===== src/rtl/tts_pkg.sv =====
// Package for the tick task scheduler: request and status codes, slot entry type.
// No dependencies.
package tts_pkg;

	// Request codes on the mode field.
	localparam logic [1:0] MODE_ADD  = 2'd0;
	localparam logic [1:0] MODE_DEL  = 2'd1;
	localparam logic [1:0] MODE_TICK = 2'd2;
	localparam logic [1:0] MODE_DISP = 2'd3;

	// Result status codes.
	localparam logic [2:0] ST_ADDED      = 3'd0;
	localparam logic [2:0] ST_FULL       = 3'd1;
	localparam logic [2:0] ST_DELETED    = 3'd2;
	localparam logic [2:0] ST_TICKED     = 3'd3;
	localparam logic [2:0] ST_DISPATCHED = 3'd4;
	localparam logic [2:0] ST_IDLE       = 3'd5;

	// Most tasks emitted by one dispatch request.
	localparam int MAX_RESULTS = 8;
	localparam int RES_CNT_W   = $clog2(MAX_RESULTS);

	// One slot of the task table as held in the slot memory.
	typedef struct packed {
		logic [7:0]  tag;
		logic [15:0] delay;
		logic [15:0] period;
	} slot_entry_t;

endpackage


===== src/rtl/tts_slot_mem.sv =====
// Slot memory: simple dual-port table of tag, delay and period per slot.
// Depends on tts_pkg for the entry type. Read data is registered.
module tts_slot_mem #(
	parameter int DEPTH = 8,
	localparam int AW = $clog2(DEPTH)
) (
	input  logic                  clk,
	input  logic                  wr_en,
	input  logic [AW-1:0]         wr_addr,
	input  tts_pkg::slot_entry_t  wr_data,
	input  logic                  rd_en,
	input  logic [AW-1:0]         rd_addr,
	output tts_pkg::slot_entry_t  rd_data
);
	import tts_pkg::*;

	slot_entry_t mem [DEPTH];

	// Write port.
	always_ff @(posedge clk) begin
		if (wr_en) begin
			mem[wr_addr] <= wr_data;
		end
	end

	// Read port; the data holds until the next read.
	always_ff @(posedge clk) begin
		if (rd_en) begin
			rd_data <= mem[rd_addr];
		end
	end

endmodule


===== src/rtl/tts_ctrl.sv =====
// Sequencer of the tick task scheduler: request handling, slot flags and result register.
// Depends on tts_pkg; drives the ports of tts_slot_mem.
module tts_ctrl #(
	parameter int NUM_SLOTS = 8,
	localparam int IW = $clog2(NUM_SLOTS),
	localparam int CW = IW + 1
) (
	input  logic                  clk,
	input  logic                  arst_n,
	input  logic                  in_valid,
	output logic                  in_ready,
	input  logic [1:0]            mode,
	input  logic [7:0]            task_tag,
	input  logic [15:0]           start_delay,
	input  logic [15:0]           repeat_period,
	input  logic [2:0]            slot,
	output logic                  mem_wr_en,
	output logic [IW-1:0]         mem_wr_addr,
	output tts_pkg::slot_entry_t  mem_wr_data,
	output logic                  mem_rd_en,
	output logic [IW-1:0]         mem_rd_addr,
	input  tts_pkg::slot_entry_t  mem_rd_data,
	output logic                  out_valid,
	input  logic                  out_ready,
	output logic [2:0]            status,
	output logic [2:0]            slot_index,
	output logic [7:0]            tag_out,
	output logic [2:0]            current_slot,
	output logic                  last
);
	import tts_pkg::*;

	// Sequencer states.
	localparam logic [2:0] S_IDLE  = 3'd0;
	localparam logic [2:0] S_EXEC  = 3'd1;
	localparam logic [2:0] S_TICK  = 3'd2;
	localparam logic [2:0] S_TEND  = 3'd3;
	localparam logic [2:0] S_DREAD = 3'd4;
	localparam logic [2:0] S_DEMIT = 3'd5;

	logic [2:0]           state_q;
	logic [1:0]           mode_q;
	logic [7:0]           tag_q;
	logic [15:0]          delay_q;
	logic [15:0]          period_q;
	logic [2:0]           slot_q;
	logic [NUM_SLOTS-1:0] used_q;
	logic [NUM_SLOTS-1:0] ready_q;
	logic [2:0]           recent_q;
	logic [CW-1:0]        tk_q;
	logic                 tv_s1;
	logic [IW-1:0]        ti_s1;
	logic [NUM_SLOTS-1:0] pend_q;
	logic [RES_CNT_W-1:0] dcnt_q;
	logic [IW-1:0]        dsel_q;

	logic                 out_valid_q;
	logic [2:0]           status_q;
	logic [2:0]           slot_index_q;
	logic [7:0]           tag_out_q;
	logic [2:0]           current_q;
	logic                 last_q;

	logic                 out_free;
	logic                 free_found;
	logic [IW-1:0]        free_idx;
	logic [IW-1:0]        pend_idx;
	logic [NUM_SLOTS-1:0] del_mask;
	logic [NUM_SLOTS-1:0] dsel_mask;
	logic [NUM_SLOTS-1:0] pend_next;
	logic                 del_in_range;
	logic                 tick_upd;
	logic                 disp_last;
	slot_entry_t          tick_entry;

	logic                 o_load;
	logic [2:0]           o_status;
	logic [2:0]           o_idx;
	logic [7:0]           o_tag;
	logic [2:0]           o_cur;
	logic                 o_last;

	assign in_ready = (state_q == S_IDLE);
	assign out_free = !out_valid_q || out_ready;

	// Lowest free slot, lowest pending slot and per-slot decode masks.
	always_comb begin
		free_found = 1'b0;
		free_idx   = '0;
		pend_idx   = '0;
		for (int i = NUM_SLOTS - 1; i >= 0; i--) begin
			if (!used_q[i]) begin
				free_found = 1'b1;
				free_idx   = IW'(i);
			end
			if (pend_q[i]) begin
				pend_idx = IW'(i);
			end
		end
		for (int i = 0; i < NUM_SLOTS; i++) begin
			del_mask[i]  = (int'(slot_q) == i);
			dsel_mask[i] = (dsel_q == IW'(i));
		end
	end

	assign del_in_range = (int'(slot_q) < NUM_SLOTS);
	assign pend_next    = pend_q & ~dsel_mask;
	assign disp_last    = (dcnt_q == RES_CNT_W'(MAX_RESULTS - 1)) || (pend_next == '0);

	// Tick update of the entry read in the previous cycle.
	assign tick_upd = (state_q == S_TICK) && tv_s1 && used_q[ti_s1];
	always_comb begin
		tick_entry = mem_rd_data;
		if (mem_rd_data.delay == 16'd0) begin
			if (mem_rd_data.period != 16'd0) begin
				tick_entry.delay = mem_rd_data.period;
			end
		end else begin
			tick_entry.delay = mem_rd_data.delay - 16'd1;
		end
	end

	// Memory accesses: add writes, tick reads and writes back, dispatch reads.
	always_comb begin
		mem_wr_en   = 1'b0;
		mem_wr_addr = free_idx;
		mem_wr_data = '{tag: tag_q, delay: delay_q, period: period_q};
		mem_rd_en   = 1'b0;
		mem_rd_addr = tk_q[IW-1:0];
		case (state_q)
			S_EXEC: begin
				mem_wr_en = (mode_q == MODE_ADD) && out_free && free_found;
			end
			S_TICK: begin
				mem_wr_en   = tick_upd;
				mem_wr_addr = ti_s1;
				mem_wr_data = tick_entry;
				mem_rd_en   = (tk_q < CW'(NUM_SLOTS));
			end
			S_DREAD: begin
				mem_rd_en   = (pend_q != '0);
				mem_rd_addr = pend_idx;
			end
			default: begin
			end
		endcase
	end

	// Result to load into the output register this cycle.
	always_comb begin
		o_load   = 1'b0;
		o_status = ST_IDLE;
		o_idx    = 3'd0;
		o_tag    = 8'd0;
		o_cur    = recent_q;
		o_last   = 1'b1;
		case (state_q)
			S_EXEC: begin
				if (mode_q == MODE_ADD) begin
					o_load   = out_free;
					o_status = free_found ? ST_ADDED : ST_FULL;
					o_idx    = free_found ? 3'(free_idx) : 3'd0;
				end else if (mode_q == MODE_DEL) begin
					o_load   = out_free;
					o_status = ST_DELETED;
					o_idx    = slot_q;
				end
			end
			S_TEND: begin
				o_load   = out_free;
				o_status = ST_TICKED;
			end
			S_DREAD: begin
				o_load   = out_free && (pend_q == '0);
				o_status = ST_IDLE;
			end
			S_DEMIT: begin
				o_load   = out_free;
				o_status = ST_DISPATCHED;
				o_idx    = 3'(dsel_q);
				o_tag    = mem_rd_data.tag;
				o_cur    = 3'(dsel_q);
				o_last   = disp_last;
			end
			default: begin
			end
		endcase
	end

	// Sequencer, slot flags and scan counters.
	always_ff @(posedge clk or negedge arst_n) begin
		if (!arst_n) begin
			state_q  <= S_IDLE;
			used_q   <= '0;
			ready_q  <= '0;
			recent_q <= 3'd0;
			tk_q     <= '0;
			tv_s1    <= 1'b0;
			ti_s1    <= '0;
			pend_q   <= '0;
			dcnt_q   <= '0;
			dsel_q   <= '0;
		end else begin
			case (state_q)
				S_IDLE: begin
					if (in_valid) begin
						state_q <= S_EXEC;
					end
				end
				S_EXEC: begin
					case (mode_q)
						MODE_ADD: begin
							if (out_free) begin
								if (free_found) begin
									used_q[free_idx]  <= 1'b1;
									ready_q[free_idx] <= 1'b0;
								end
								state_q <= S_IDLE;
							end
						end
						MODE_DEL: begin
							if (out_free) begin
								if (del_in_range) begin
									used_q  <= used_q & ~del_mask;
									ready_q <= ready_q & ~del_mask;
								end
								state_q <= S_IDLE;
							end
						end
						MODE_TICK: begin
							tk_q    <= '0;
							tv_s1   <= 1'b0;
							state_q <= S_TICK;
						end
						default: begin
							pend_q  <= used_q & ready_q;
							dcnt_q  <= '0;
							state_q <= S_DREAD;
						end
					endcase
				end
				S_TICK: begin
					// Read slot tk_q while slot ti_s1 is updated and written back.
					if (tick_upd && (mem_rd_data.delay == 16'd0)) begin
						ready_q[ti_s1] <= 1'b1;
					end
					tv_s1 <= (tk_q < CW'(NUM_SLOTS));
					ti_s1 <= tk_q[IW-1:0];
					if (tk_q == CW'(NUM_SLOTS)) begin
						state_q <= S_TEND;
					end else begin
						tk_q <= tk_q + CW'(1);
					end
				end
				S_TEND: begin
					if (out_free) begin
						state_q <= S_IDLE;
					end
				end
				S_DREAD: begin
					if (pend_q != '0) begin
						dsel_q  <= pend_idx;
						state_q <= S_DEMIT;
					end else if (out_free) begin
						state_q <= S_IDLE;
					end
				end
				S_DEMIT: begin
					if (out_free) begin
						ready_q[dsel_q] <= 1'b0;
						if (mem_rd_data.period == 16'd0) begin
							used_q[dsel_q] <= 1'b0;
						end
						recent_q <= 3'(dsel_q);
						pend_q   <= pend_next;
						dcnt_q   <= dcnt_q + RES_CNT_W'(1);
						state_q  <= disp_last ? S_IDLE : S_DREAD;
					end
				end
				default: begin
					state_q <= S_IDLE;
				end
			endcase
		end
	end

	// Request register, loaded on an input transfer.
	always_ff @(posedge clk) begin
		if (in_valid && in_ready) begin
			mode_q   <= mode;
			tag_q    <= task_tag;
			delay_q  <= start_delay;
			period_q <= repeat_period;
			slot_q   <= slot;
		end
	end

	// Output register: valid flag under reset, payload without.
	always_ff @(posedge clk or negedge arst_n) begin
		if (!arst_n) begin
			out_valid_q <= 1'b0;
		end else if (o_load) begin
			out_valid_q <= 1'b1;
		end else if (out_ready) begin
			out_valid_q <= 1'b0;
		end
	end

	always_ff @(posedge clk) begin
		if (o_load) begin
			status_q     <= o_status;
			slot_index_q <= o_idx;
			tag_out_q    <= o_tag;
			current_q    <= o_cur;
			last_q       <= o_last;
		end
	end

	assign out_valid    = out_valid_q;
	assign status       = status_q;
	assign slot_index   = slot_index_q;
	assign tag_out      = tag_out_q;
	assign current_slot = current_q;
	assign last         = last_q;

endmodule


===== src/rtl/tick_task_scheduler.sv =====
// Tick task scheduler: a table of timed task slots driven by add, delete,
// tick and dispatch requests.
//
// Input channel (in_valid/in_ready) carries one request per transfer: mode,
// task_tag, start_delay, repeat_period and slot. Output channel
// (out_valid/out_ready) carries results: status, slot_index, tag_out,
// current_slot and last. Every request gives one result, except dispatch,
// which gives one result per ready task (at most eight); last marks the
// final result of a request.
// Requests are handled one at a time. Add and delete answer from the
// execute state once the output register is free. A tick walks the slot
// memory one slot per cycle, read and write-back overlapped, then answers
// from its end state. A dispatch spends a read state and an emit state per
// emitted task; with nothing ready the read state gives an idle result.
// The final result sits in an output register, so the next request is taken
// while it waits; a stalled receiver holds the block at the next result.
// Reset clears the used and ready flags of every slot and the current slot;
// the slot memory itself needs no clearing.
// Depends on tts_pkg, tts_slot_mem and tts_ctrl.
module tick_task_scheduler #(
	parameter int NUM_SLOTS = 8
) (
	input  logic        clk,
	input  logic        arst_n,
	input  logic        in_valid,
	output logic        in_ready,
	input  logic [1:0]  mode,
	input  logic [7:0]  task_tag,
	input  logic [15:0] start_delay,
	input  logic [15:0] repeat_period,
	input  logic [2:0]  slot,
	output logic        out_valid,
	input  logic        out_ready,
	output logic [2:0]  status,
	output logic [2:0]  slot_index,
	output logic [7:0]  tag_out,
	output logic [2:0]  current_slot,
	output logic        last
);
	import tts_pkg::*;

	localparam int IW = $clog2(NUM_SLOTS);

	logic          mem_wr_en;
	logic [IW-1:0] mem_wr_addr;
	slot_entry_t   mem_wr_data;
	logic          mem_rd_en;
	logic [IW-1:0] mem_rd_addr;
	slot_entry_t   mem_rd_data;

	// Slot table storage.
	tts_slot_mem #(
		.DEPTH(NUM_SLOTS)
	) u_mem (
		.clk     (clk),
		.wr_en   (mem_wr_en),
		.wr_addr (mem_wr_addr),
		.wr_data (mem_wr_data),
		.rd_en   (mem_rd_en),
		.rd_addr (mem_rd_addr),
		.rd_data (mem_rd_data)
	);

	// Request sequencer and result register.
	tts_ctrl #(
		.NUM_SLOTS(NUM_SLOTS)
	) u_ctrl (
		.clk           (clk),
		.arst_n        (arst_n),
		.in_valid      (in_valid),
		.in_ready      (in_ready),
		.mode          (mode),
		.task_tag      (task_tag),
		.start_delay   (start_delay),
		.repeat_period (repeat_period),
		.slot          (slot),
		.mem_wr_en     (mem_wr_en),
		.mem_wr_addr   (mem_wr_addr),
		.mem_wr_data   (mem_wr_data),
		.mem_rd_en     (mem_rd_en),
		.mem_rd_addr   (mem_rd_addr),
		.mem_rd_data   (mem_rd_data),
		.out_valid     (out_valid),
		.out_ready     (out_ready),
		.status        (status),
		.slot_index    (slot_index),
		.tag_out       (tag_out),
		.current_slot  (current_slot),
		.last          (last)
	);

endmodule


===== config.mk =====
export PLATFORM = sky130hd
export DESIGN_NAME = tick_task_scheduler
export DESIGN_NICKNAME = d
export VERILOG_FILES = /design/src/rtl/tts_pkg.sv /design/src/rtl/tts_slot_mem.sv /design/src/rtl/tts_ctrl.sv /design/src/rtl/tick_task_scheduler.sv
export SDC_FILE = /design/constraint.sdc
export NUM_CORES = 1
export LEC_CHECK = 0
export BUFFER_PORTS_ARGS = -buffer_cell sky130_fd_sc_hd__buf_2
export CORE_MARGIN = 4
export CORE_UTILIZATION = 50
export CTS_BUF_LIST = sky130_fd_sc_hd__clkbuf_2
export CTS_CLUSTER_SIZE = 10
export DETAILED_ROUTE_END_ITERATION = 10
export GPL_ROUTABILITY_DRIVEN = 1
export PLACE_DENSITY_LB_ADDON = 0.05
export SLEW_MARGIN = 40
export SYNTH_ARGS = -nofsm -noshare
export SYNTH_HDL_FRONTEND = slang
export SYNTH_SLANG_ARGS = --single-unit

===== constraint.sdc =====
create_clock -name clk -period 5.7 [get_ports clk]
set_input_delay 0.57 -clock clk [delete_from_list [all_inputs] [get_ports clk]]
set_output_delay 0.57 -clock clk [all_outputs]
set_load 0.01 [all_outputs]

== After elaboration in Yosys (flattened, before gate mapping) ==
Memory sizes are Yosys's and may differ from the RTL's. A register that Yosys moved wholly into a read port is not among the register bits.
Index checks and enable logic that the tools add are counted.
W data, S select, Z words.

* Register bits: 108
* RAM bits: 320
* Bits of input ports: 49
* Output and inout bits: 20
* Word-level logic and storage cells: 206
* Memories: 1

* $add $sub $neg: 3
* Order comparisons: 7
* Equality and inequality tests: 35
* Multiplexer cells: 88
* Bitwise logic cells: 13
* Reduce and logical (&&, ||, !) cells: 38

{| class="wikitable"
|+ Memory list
! memory !! words !! bits a word !! read ports !! clocked after Yosys merged registers in !! write ports !! line !! text
|-
| u_mem.mem || 8 || 40 || 1 || 1 || 1 || tts_slot_mem.sv:17 || <nowiki>slot_entry_t mem [DEPTH];</nowiki>
|}

{| class="wikitable"
|+ Operator list
! operator !! count
|-
| $mux W3 || 32
|-
| $mux W8 || 12
|-
| $pmux W8 S2 || 4
|-
| $and A8 B8 Y8 || 7
|-
| $mux W40 || 1
|-
| $eq A3 B3 Y1 const B || 11
|-
| $logic_not A16 Y1 || 2
|-
| $mux W16 || 2
|-
| $not A8 Y8 || 4
|-
| $pmux W8 S3 || 1
|-
| $mux W1 || 20
|-
| $eq A3 B2 Y1 const B || 6
|-
| $pmux W3 S2 || 3
|-
| $pmux W3 S6 || 1
|-
| $logic_not A8 Y1 || 2
|-
| $or A8 B8 Y8 || 2
|-
| $reduce_bool A16 Y1 || 1
|-
| $sub A16 B1 Y16 const B || 1
|-
| $reduce_and A7 Y1 || 2
|-
| $lt A3 B4 Y1 const B || 3
|-
| $ne A2 B2 Y1 const B || 6
|-
| $logic_and A1 B1 Y1 || 10
|-
| $demux W1 S3 || 3
|-
| $eq A3 B1 Y1 const B || 3
|-
| other kinds (27) || 45
|}

== Logic depth before layout (Yosys ltp) ==
Gate-level depths: netlist of run 1.

* Depth in word-level cells: 18
* Gate-level depth with buffers: 11
* Gate-level depth less buffers: 8

== By module ==
A second synthesis of run 1 with hierarchy kept.

* Cell total of the unflattened synthesis: 1138
* Area total of the unflattened synthesis: 19436.1 sq um

{| class="wikitable"
|+ By module, submodules not included
! module !! times used !! cells each !! area each (sq um) !! seq. area each (sq um)
|-
| tts_slot_mem || 1 || 515 || 13571.8 || 10810.4
|-
| tts_ctrl || 1 || 623 || 5864.4 || 3017.9
|}

== Worst setup path after synthesis of run 1 ==
OpenSTA, ideal clock, no wires.

* Kind: register -> register
* From: reg u_ctrl.used_q[3]
* To: mem u_mem.mem[6][0] (netlist bit) (enable)
* Setup time: 0.487 ns
* Arrival: 4.177 ns
* Required time: 5.213 ns
* Setup slack: 1.036 ns
* Cell stages (with the launch flop): 7
* Path buffers: 1
* Period minus slack after synthesis: 4.664 ns
* Path through: dfrtp_1 -> nand2b_1 -> a21boi_0 -> a41oi_1 -> clkbuf_1 -> o21ai_0 -> nor3_1

* Word-level cells in the longest chain between the ends: 8
* Elaborated cells between the ends (all ways): 16
* Those cells by class: mux (14); reduce/logical (2)

{| class="wikitable"
|+ Ends and longest elaborated chain
! what !! line !! text
|-
| from (decl) || tts_ctrl.sv:47 || <nowiki>logic [NUM_SLOTS-1:0] used_q;</nowiki>
|-
| from (signal assigned) || tts_ctrl.sv:224 || <nowiki>used_q <= used_q & ~del_mask;</nowiki>
|-
| $mux W1 (4 in series) || tts_ctrl.sv:92 || <nowiki>if (!used_q[i]) begin</nowiki>
|-
| $logic_and A1 B1 Y1 || tts_ctrl.sv:132 || <nowiki>mem_wr_en = (mode_q == MODE_ADD) && out_free && free_found;</nowiki>
|-
| $pmux W1 S2 || tts_ctrl.sv:130 || <nowiki>case (state_q)</nowiki>
|-
| $mux W1 || tts_slot_mem.sv:21 || <nowiki>if (wr_en) begin</nowiki>
|-
| $mux W1 (not written as such) || tts_slot_mem.sv:22 || <nowiki>mem[wr_addr] <= wr_data;</nowiki>
|-
| to (decl) || tts_slot_mem.sv:17 ||
|}

Several ways; a longest one is shown, not always the timed one. The select of a mux whose other input is x is not followed.

== Worst setup path in the final report of run 1 ==
* From: reg u_ctrl.state_q[2]
* To: reg, netlist name u_mem.rd_data[39]

* Word-level cells in the longest chain between the ends: 2
* Elaborated cells between the ends (all ways): 4
* Those cells by class: eq/ne (2); mux (2)

{| class="wikitable"
|+ Ends and longest elaborated chain
! what !! line !! text
|-
| from (decl) || tts_ctrl.sv:41 || <nowiki>logic [2:0] state_q;</nowiki>
|-
| from (signal assigned) || tts_ctrl.sv:277 || <nowiki>state_q <= disp_last ? S_IDLE : S_DREAD;</nowiki>
|-
| $eq A3 B3 Y1 or $eq A3 B2 Y1 (tied branches) || tts_ctrl.sv:130 ||
|-
| $pmux W1 S2 or $mux W3 (tied branches) || tts_ctrl.sv:130 ||
|}

Several ways; a longest one is shown, not always the timed one.
A chain may end at the register's enable or synchronous reset.

==> impl_metrics.py, run 1 <==
metrics = {
    "global_routing": {
        "antenna_found_initial": 2,
        "groute.usage.overall": 0.254,
        "grt_first_pass_wirelength_um": 81400,
        "global_route.overflow_total": 0,
        "pin_count_of_the_biggest_net_entering_global_routing": 79,
        "grt_pass1_vias": 13700,
    },
    "clock_network": {
        "num_cts_buffers": 120,
        "cts_tree": "done",
        "postCtsSetupRepairBufs": 0,
        "clock_insertion_delay_worst_skew_ps": 1140,
        "numClockSinks": 468,
        "cts.htree.levels": 3,
        "clockBufferDepth": 3,
        "clk_pin_slew_ps": 90,
        "cts_root_buf": "sky130_fd_sc_hd__clkbuf_2",
    },
    "sta": {
        "post_route_clock_period_utilization": 0.684,
        "tightest_slew_ps": 837,
        "finalSetupTns_ps": 0,
        "finClkSkew_ps": 111,
        "timing_max_transition_violations_final": 0,
        "timing.final.hold_violations": 0,
        "period_minus_slack_ps": 3900,
        "fmax_mhz": 257,
        "timing.final.setup_violations": 0,
        "slew_headroom": 0.436,
        "grt_setup_unrepaired": "no",
    },
    "final_layout": {
        "layout.core_utilization": 0.580,
        "areaGrowthSynthToFinish_pct": 14.1,
        "final_nets": 1644,
        "n_fill_cell": 3192,
        "final_layout_size_suffix_gt1_frac": 0.195,
    },
    "placement": {
        "finalWeightedCongestion": 0.873,
        "dp_hpwl_um": 31600,
        "port-buffer-count": 68,
    },
    "worst_setup_path": {
        "critical_path.max_fanout": 44,
        "critical_path_class": "reg -> reg",
        "timing.critical_path.to_type": "register",
        "timing.critical_path.required_ps": 6510,
        "startpoint_type": "register",
        "crit_arrival_ps": 4710,
    },
    "synth": {
        "list_of_most_frequent_post_synthesis_cells": "423 x sky130_fd_sc_hd__edfxtp_1, 150 x sky130_fd_sc_hd__nand2_1, 80 x sky130_fd_sc_hd__a22o_1",
        "synth_area_leaders": "sky130_fd_sc_hd__edfxtp_1 64%, sky130_fd_sc_hd__dfrtp_1 5.7%, sky130_fd_sc_hd__a22o_1 3.6%",
        "postSynth.asyncResetShare": 0.0962,
        "part_of_the_yosys_area_used_for_sequential_elements": 0.701,
        "postSynthCellCount": 1399,
        "yosys.area.top_type_share": 0.644,
        "yosysWarnings": 0,
        "netlist.top_cell.by_area": "sky130_fd_sc_hd__edfxtp_1",
        "count_of_flip_flops_with_a_built_in_enable_after_synthesis": 423,
        "yosys.cell_types.count": 65,
        "postSynthAreaPerCell_um2": 14.1,
        "yosysMostFrequentCell": "sky130_fd_sc_hd__edfxtp_1",
        "synthFlopType": "sky130_fd_sc_hd__edfxtp_1",
        "post_synthesis_instance_area_mm2": 0.0197,
        "synth.net_count": 1453,
        "synth.ff_latch_count": 468,
    },
    "floorplanning": {
        "initial_utilization": 0.508,
        "io-pin-count": 69,
        "design.die.area_mm2": 0.0427,
        "coreArea_mm2": 0.0388,
        "rows": 72,
        "fp.dieH_um": 207,
        "die-width_um": 207,
    },
    "detailed_routing": {
        "wire_per_inst_um": 24.5,
        "finalWirelength_um": 53800,
        "postRouteAntennaNets": 0,
        "drtPass1Iterations": 5,
        "routed_via_density": 6.15,
        "detail_route.drc_violations": 0,
        "detailedRoute.firstIterationViolations": 1226,
        "vias": 13500,
    },
    "power_and_ir_drop": {
        "power_density_mw_per_mm2": 533,
        "power.static_leakage_nw": 8.34,
        "worst_ir_drop_vdd_mv": 0.252,
    },
    "worst_hold_path": {
        "hold_path.class": "in -> reg",
    },
    "outcome": {
        "status": "complete, no violations",
    },
    "run": {
        "maxCapViolCount": 0,
    },
}
==> critical path, cell delays in order (launching register included) <==
cell	delay (ps)
sky130_fd_sc_hd__dfrtp_1	700
sky130_fd_sc_hd__nor4b_2	700
sky130_fd_sc_hd__a22o_1	270
sky130_fd_sc_hd__a21o_4	490
sky130_fd_sc_hd__buf_4	640
sky130_fd_sc_hd__mux2_2	410
sky130_fd_sc_hd__a22o_1	190
sky130_fd_sc_hd__a211o_1	220
==> area by class of cell <==
class | count | area (µm²) | share of cell area
multi-input cells | 822 | 5590 | 0.248
clock inverters | 31 | 209 | 0.00928
repair buffers | 160 | 1300 | 0.0576
inverters | 18 | 67.6 | 0.00300
well taps | 518 | 648 | 0.0288
clock buffers | 176 | 881 | 0.0391
diodes | 2 | 5.00 | 0.000222
flip-flops and latches | 468 | 13800 | 0.614
==> routing by layer <==
layer  global-route usage  part of all wire  wire length (µm)
met1                0.343              0.42             22500
met4               0.0946             0.030              1590
met2                0.415              0.49             26200
met3               0.0492             0.064              3470
met5                    0                 0                 0
==> stage by stage <==
stage | cells | area [µm²] | worst slack [ps] | total power [mW] | hold slack, ps
detailed placement | 1935 | 20900 | 1720 | 9.73 | 495
global route | 2195 | 22500 | 1670 | 12.7 | 37.5
global placement | 1928 | 20700 | 1820 | 9.59 | 481
CTS | 2193 | 22500 | 1690 | 12.1 | 14.9
floorplan | 1399 | 19700 | 1040 | 8.10 | 274
finish | 2195 | 22500 | 1800 | 12.0 | 159
==> what timing repair did <==
| action | CTS | global route |
|---|---|---|
| endpoints found under the hold margin | 104 | 0 |
| resized for setup | 0 | 0 |
| hold buffers | 51 | 0 |
==> where the power goes <==
group / internal, mW / switching, mW
logic: 1.52 / 2.86
registers: 4.84 / 0.490
clock network: 0.958 / 1.33
total: 7.32 / 4.69
==> state kept, by name, summed over array words and instances, names as in the netlist, 4 cells and up <==
name / count
u_mem.mem: 320
u_mem.rd_data: 40
u_ctrl.delay_q: 16
u_ctrl.period_q: 16
u_ctrl.pend_q: 8
u_ctrl.ready_q: 8
u_ctrl.tag_out: 8
u_ctrl.tag_q: 8
u_ctrl.used_q: 8
u_ctrl.tk_q: 4
==> cell families (layout without fill, tap and decap cells) <==
kind of cell               after synthesis  count (layout)  share of synthesized area
adders and majority gates                5               5                    0.00317
muxes                                   54              54                     0.0301
and+or+nand+nor                        343             343                     0.0832
xor gates and xnor gates                 3               3                    0.00133
DFF                                    468             468                      0.701
buffers and inverters                  109             385                     0.0233
AOI/OAI and AO/OA                      417             417                      0.158
other                                    0               2                          0
==> path summary, 6_finish.rpt <==
path	cells past startpoint	endpoint	slack (ps)	start
min in group asynchronous	4	u_ctrl.tk_q[2]$_DFFE_PN0P_	550	arst_n
hold / removal	2	u_ctrl.delay_q[6]$_DFFE_PP_	160	start_delay[6]
hold reg to reg	1	u_mem.rd_data[14]$_DFFE_PP_	470	u_mem.mem[1][14]$_DFFE_PP_
max in group asynchronous	4	u_ctrl.out_valid$_DFFE_PN0P_	4890	arst_n
setup / recovery	7	u_mem.rd_data[39]$_DFFE_PP_	1800	u_ctrl.state_q[2]$_DFFE_PN0P_
setup reg to reg	7	u_mem.rd_data[39]$_DFFE_PP_	1800	u_ctrl.state_q[2]$_DFFE_PN0P_
==> cells in the final DEF, fill, tap and decap left out, types with 7 or more instances in the layout <==
| cell type | netlist | routed |
|---|---|---|
| sky130_fd_sc_hd__buf_2 | 11 | 67 |
| sky130_fd_sc_hd__a211oi_1 | 7 | 7 |
| sky130_fd_sc_hd__nor4_1 | 8 | 8 |
| sky130_fd_sc_hd__inv_1 | 18 | 18 |
| sky130_fd_sc_hd__a22o_1 | 80 | 80 |
| sky130_fd_sc_hd__dlygate4sd3_1 | 0 | 50 |
| sky130_fd_sc_hd__o31ai_1 | 14 | 14 |
| sky130_fd_sc_hd__clkbuf_2 | 0 | 176 |
| sky130_fd_sc_hd__o21ai_1 | 8 | 11 |
| sky130_fd_sc_hd__a21oi_1 | 29 | 28 |
| sky130_fd_sc_hd__buf_4 | 0 | 34 |
| sky130_fd_sc_hd__o21a_1 | 7 | 7 |
| sky130_fd_sc_hd__a221oi_1 | 78 | 78 |
| sky130_fd_sc_hd__o22ai_1 | 48 | 47 |
| sky130_fd_sc_hd__nor2_1 | 53 | 45 |
| sky130_fd_sc_hd__clkinv_1 | 0 | 25 |
| sky130_fd_sc_hd__mux2_1 | 38 | 38 |
| sky130_fd_sc_hd__edfxtp_1 | 423 | 423 |
| sky130_fd_sc_hd__a211o_1 | 38 | 38 |
| sky130_fd_sc_hd__and3_1 | 56 | 55 |
| sky130_fd_sc_hd__nand2_1 | 150 | 149 |
| sky130_fd_sc_hd__dfrtp_1 | 45 | 44 |
| sky130_fd_sc_hd__nand2b_1 | 14 | 14 |
| sky130_fd_sc_hd__nor3_1 | 19 | 13 |
| sky130_fd_sc_hd__o21ai_0 | 56 | 52 |
| sky130_fd_sc_hd__mux2i_1 | 11 | 11 |
(Power assumes the default switching activity.)
==> run 2: changes to the inputs <==
==> constraint.sdc (replaced) <==
create_clock -name clk -period 3.7 [get_ports clk]
set_input_delay 0.37 -clock clk [delete_from_list [all_inputs] [get_ports clk]]
set_output_delay 0.37 -clock clk [all_outputs]
set_load 0.01 [all_outputs]
==> run 2 against run 1 <==
Total power grew 55%. Worst hold slack gained 240 ps. Via count grew 2.6%. Register-to-register slack lost 1200 ps. Critical path depth is the same. First-iteration DRC count grew 13%. Sequential power grew 53%. Die area is the same. Cell count grew 2.1%. Largest power group unchanged. Highest routed layer unchanged.
==> impl_metrics.py, run 2 (synthesis results as in run 1) <==
metrics = {
    "outcome": {
        "status": "complete, no violations",
    },
    "final_layout": {
        "n_fill_cell": 3136,
        "layout.core_utilization": 0.593,
        "seq_area_mm2": 0.0138,
        "most-common-layout-cells": "423 x sky130_fd_sc_hd__edfxtp_1, 168 x sky130_fd_sc_hd__clkbuf_2, 150 x sky130_fd_sc_hd__nand2_1",
        "layout_top_registers": "u_mem.mem x320, u_mem.rd_data x40",
        "largest_register_ff_count": 320,
        "final_nets": 1690,
        "multi_input_comb_area_mm2": 0.00557,
        "finish.instance_area_mm2": 0.0230,
        "final_layout_size_suffix_gt1_frac": 0.187,
        "instances_no_fill": 2240,
        "mostFrequentLayoutCell": "sky130_fd_sc_hd__edfxtp_1",
        "regMostFlops": "u_mem.mem",
        "areaGrowthSynthToFinish_pct": 16.7,
    },
    "sta": {
        "finClkSkew_ps": 65.6,
        "post_route_clock_period_utilization": 0.849,
        "grt_setup_unrepaired": "no",
        "timing_max_transition_violations_final": 0,
        "slew_headroom": 0.485,
        "period_minus_slack_ps": 3140,
        "timing.final.setup_violations": 0,
        "timing.final.hold_violations": 0,
        "final.hold.worst_slack_ps": 395,
        "fmax_mhz": 318,
        "timing.final.ws_setup_ps": 558,
        "finalSetupTns_ps": 0,
        "tightest_slew_ps": 772,
    },
    "worst_setup_path": {
        "timing.critical_path.required_ps": 4390,
        "startpoint_type": "register",
        "timing.critical_path.to_type": "register",
        "critical_path_class": "reg -> reg",
        "worst-r2r-setup-slack_ps": 560,
        "critical_path.max_fanout": 14,
        "crit_arrival_ps": 3830,
    },
    "detailed_routing": {
        "wirelength_met1_um": 22300,
        "finalWirelength_um": 54800,
        "routed_via_density": 6.18,
        "detailedRoute.firstIterationViolations": 1380,
        "topRoutingLayerUsed": "met4",
        "vias": 13900,
        "postRouteAntennaNets": 0,
        "detail_route.drc_violations": 0,
        "drtPass1Iterations": 6,
        "met3_wirelength_um": 4160,
        "wire_per_inst_um": 24.5,
        "met2_length_um": 27000,
    },
    "clock_network": {
        "cts_tree": "done",
        "clockBufferDepth": 3,
        "num_cts_buffers": 117,
        "clk_pin_slew_ps": 100,
        "cts.htree.levels": 3,
        "postCtsResizedCells": 0,
        "cts_root_buf": "sky130_fd_sc_hd__clkbuf_2",
        "numClockSinks": 468,
        "clock_insertion_delay_worst_skew_ps": 1040,
    },
    "power_and_ir_drop": {
        "power.internal_mw": 11.3,
        "net_switching_power_figure_mw": 7.28,
        "power.share.switching": 0.392,
        "sequentialPowerShare": 0.440,
        "worst_ir_drop_vdd_mv": 0.880,
        "power_frac_comb": 0.381,
        "clock_power_share": 0.179,
        "power.static_leakage_nw": 8.54,
        "power_density_mw_per_mm2": 806,
        "report.power.total_mw": 18.6,
    },
    "global_routing": {
        "grt_pass1_vias": 14000,
        "global_route.overflow_total": 0,
        "pin_count_of_the_biggest_net_entering_global_routing": 79,
        "antenna_found_initial": 1,
        "grt_first_pass_wirelength_um": 83100,
        "groute.usage.overall": 0.260,
    },
    "floorplanning": {
        "design.die.area_mm2": 0.0427,
        "fp.dieH_um": 207,
        "rows": 72,
        "coreArea_mm2": 0.0388,
        "die-width_um": 207,
        "initial_utilization": 0.508,
        "io-pin-count": 69,
    },
    "placement": {
        "placed_cells": 1939,
        "port-buffer-count": 68,
        "dp_hpwl_um": 29100,
        "place_worst_setup_slack_ps": 638,
        "finalWeightedCongestion": 0.894,
        "post_dp_cell_area_mm2": 0.0210,
    },
    "worst_hold_path": {
        "hold_path.class": "in -> reg",
    },
    "run": {
        "maxCapViolCount": 0,
    },
}
run 2: metal layers:
metal	global-route usage	up-vias
met5	0	-
met4	0.0920	0
met3	0.0462	107
met2	0.437	613
met1	0.343	6958
li1	-	6172
run 2: worst paths after layout:
kind                                               startpoint  cells past startpoint                       endpoint
min in group asynchronous                              arst_n                      4   u_ctrl.dsel_q[1]$_DFFE_PN0P_
worst min-delay path                                out_ready                      4   u_ctrl.out_valid$_DFFE_PN0P_
worst max-delay path            u_ctrl.state_q[0]$_DFFE_PN0P_                      7     u_mem.mem[0][37]$_DFFE_PP_
worst min register to register      u_mem.mem[1][7]$_DFFE_PP_                      1     u_mem.rd_data[7]$_DFFE_PP_
max in group asynchronous                              arst_n                      4  u_ctrl.ready_q[0]$_DFFE_PN0P_
worst max register to register  u_ctrl.state_q[0]$_DFFE_PN0P_                      7     u_mem.mem[0][37]$_DFFE_PP_
run 2: worst max-delay path: stages (launching register included):
cell and delay, ps:
sky130_fd_sc_hd__dfrtp_1 640, sky130_fd_sc_hd__nand2b_1 240, sky130_fd_sc_hd__or4_1 560, sky130_fd_sc_hd__nand3b_1 230
sky130_fd_sc_hd__o41ai_1 160, sky130_fd_sc_hd__nand2_1 300, sky130_fd_sc_hd__nor2_4 410, sky130_fd_sc_hd__buf_4 290
run 2: cell type report:
| cell class | count | share of cell area |
|---|---|---|
| clock inverters | 36 | 0.00723 |
| diodes | 1 | 0.000109 |
| clock buffers | 168 | 0.0365 |
| inverters | 18 | 0.00293 |
| repair buffers | 209 | 0.0824 |
| multi-input cells | 822 | 0.242 |
| well taps | 518 | 0.0282 |
| flip-flops and latches | 468 | 0.601 |
run 2: repair_timing:
action | 4_1_cts | 5_1_grt
setup buffers | 0 | 0
hold endpoints to repair | 116 | 0
hold buffers | 96 | 0
run 2: power groups by stage:
| stage | logic [mW] | clock network (mW) | registers (mW) |
|---|---|---|---|
| 3_5_place_dp | 6.94 | 0 | 8.25 |
| 4_1_cts | 7.06 | 3.42 | 8.14 |
| 2_1_floorplan | 4.49 | 0 | 7.97 |
| 6_report | 7.08 | 3.32 | 8.15 |
| 5_1_grt | 7.64 | 3.71 | 8.24 |
| 3_3_place_gp | 6.84 | 0 | 8.24 |
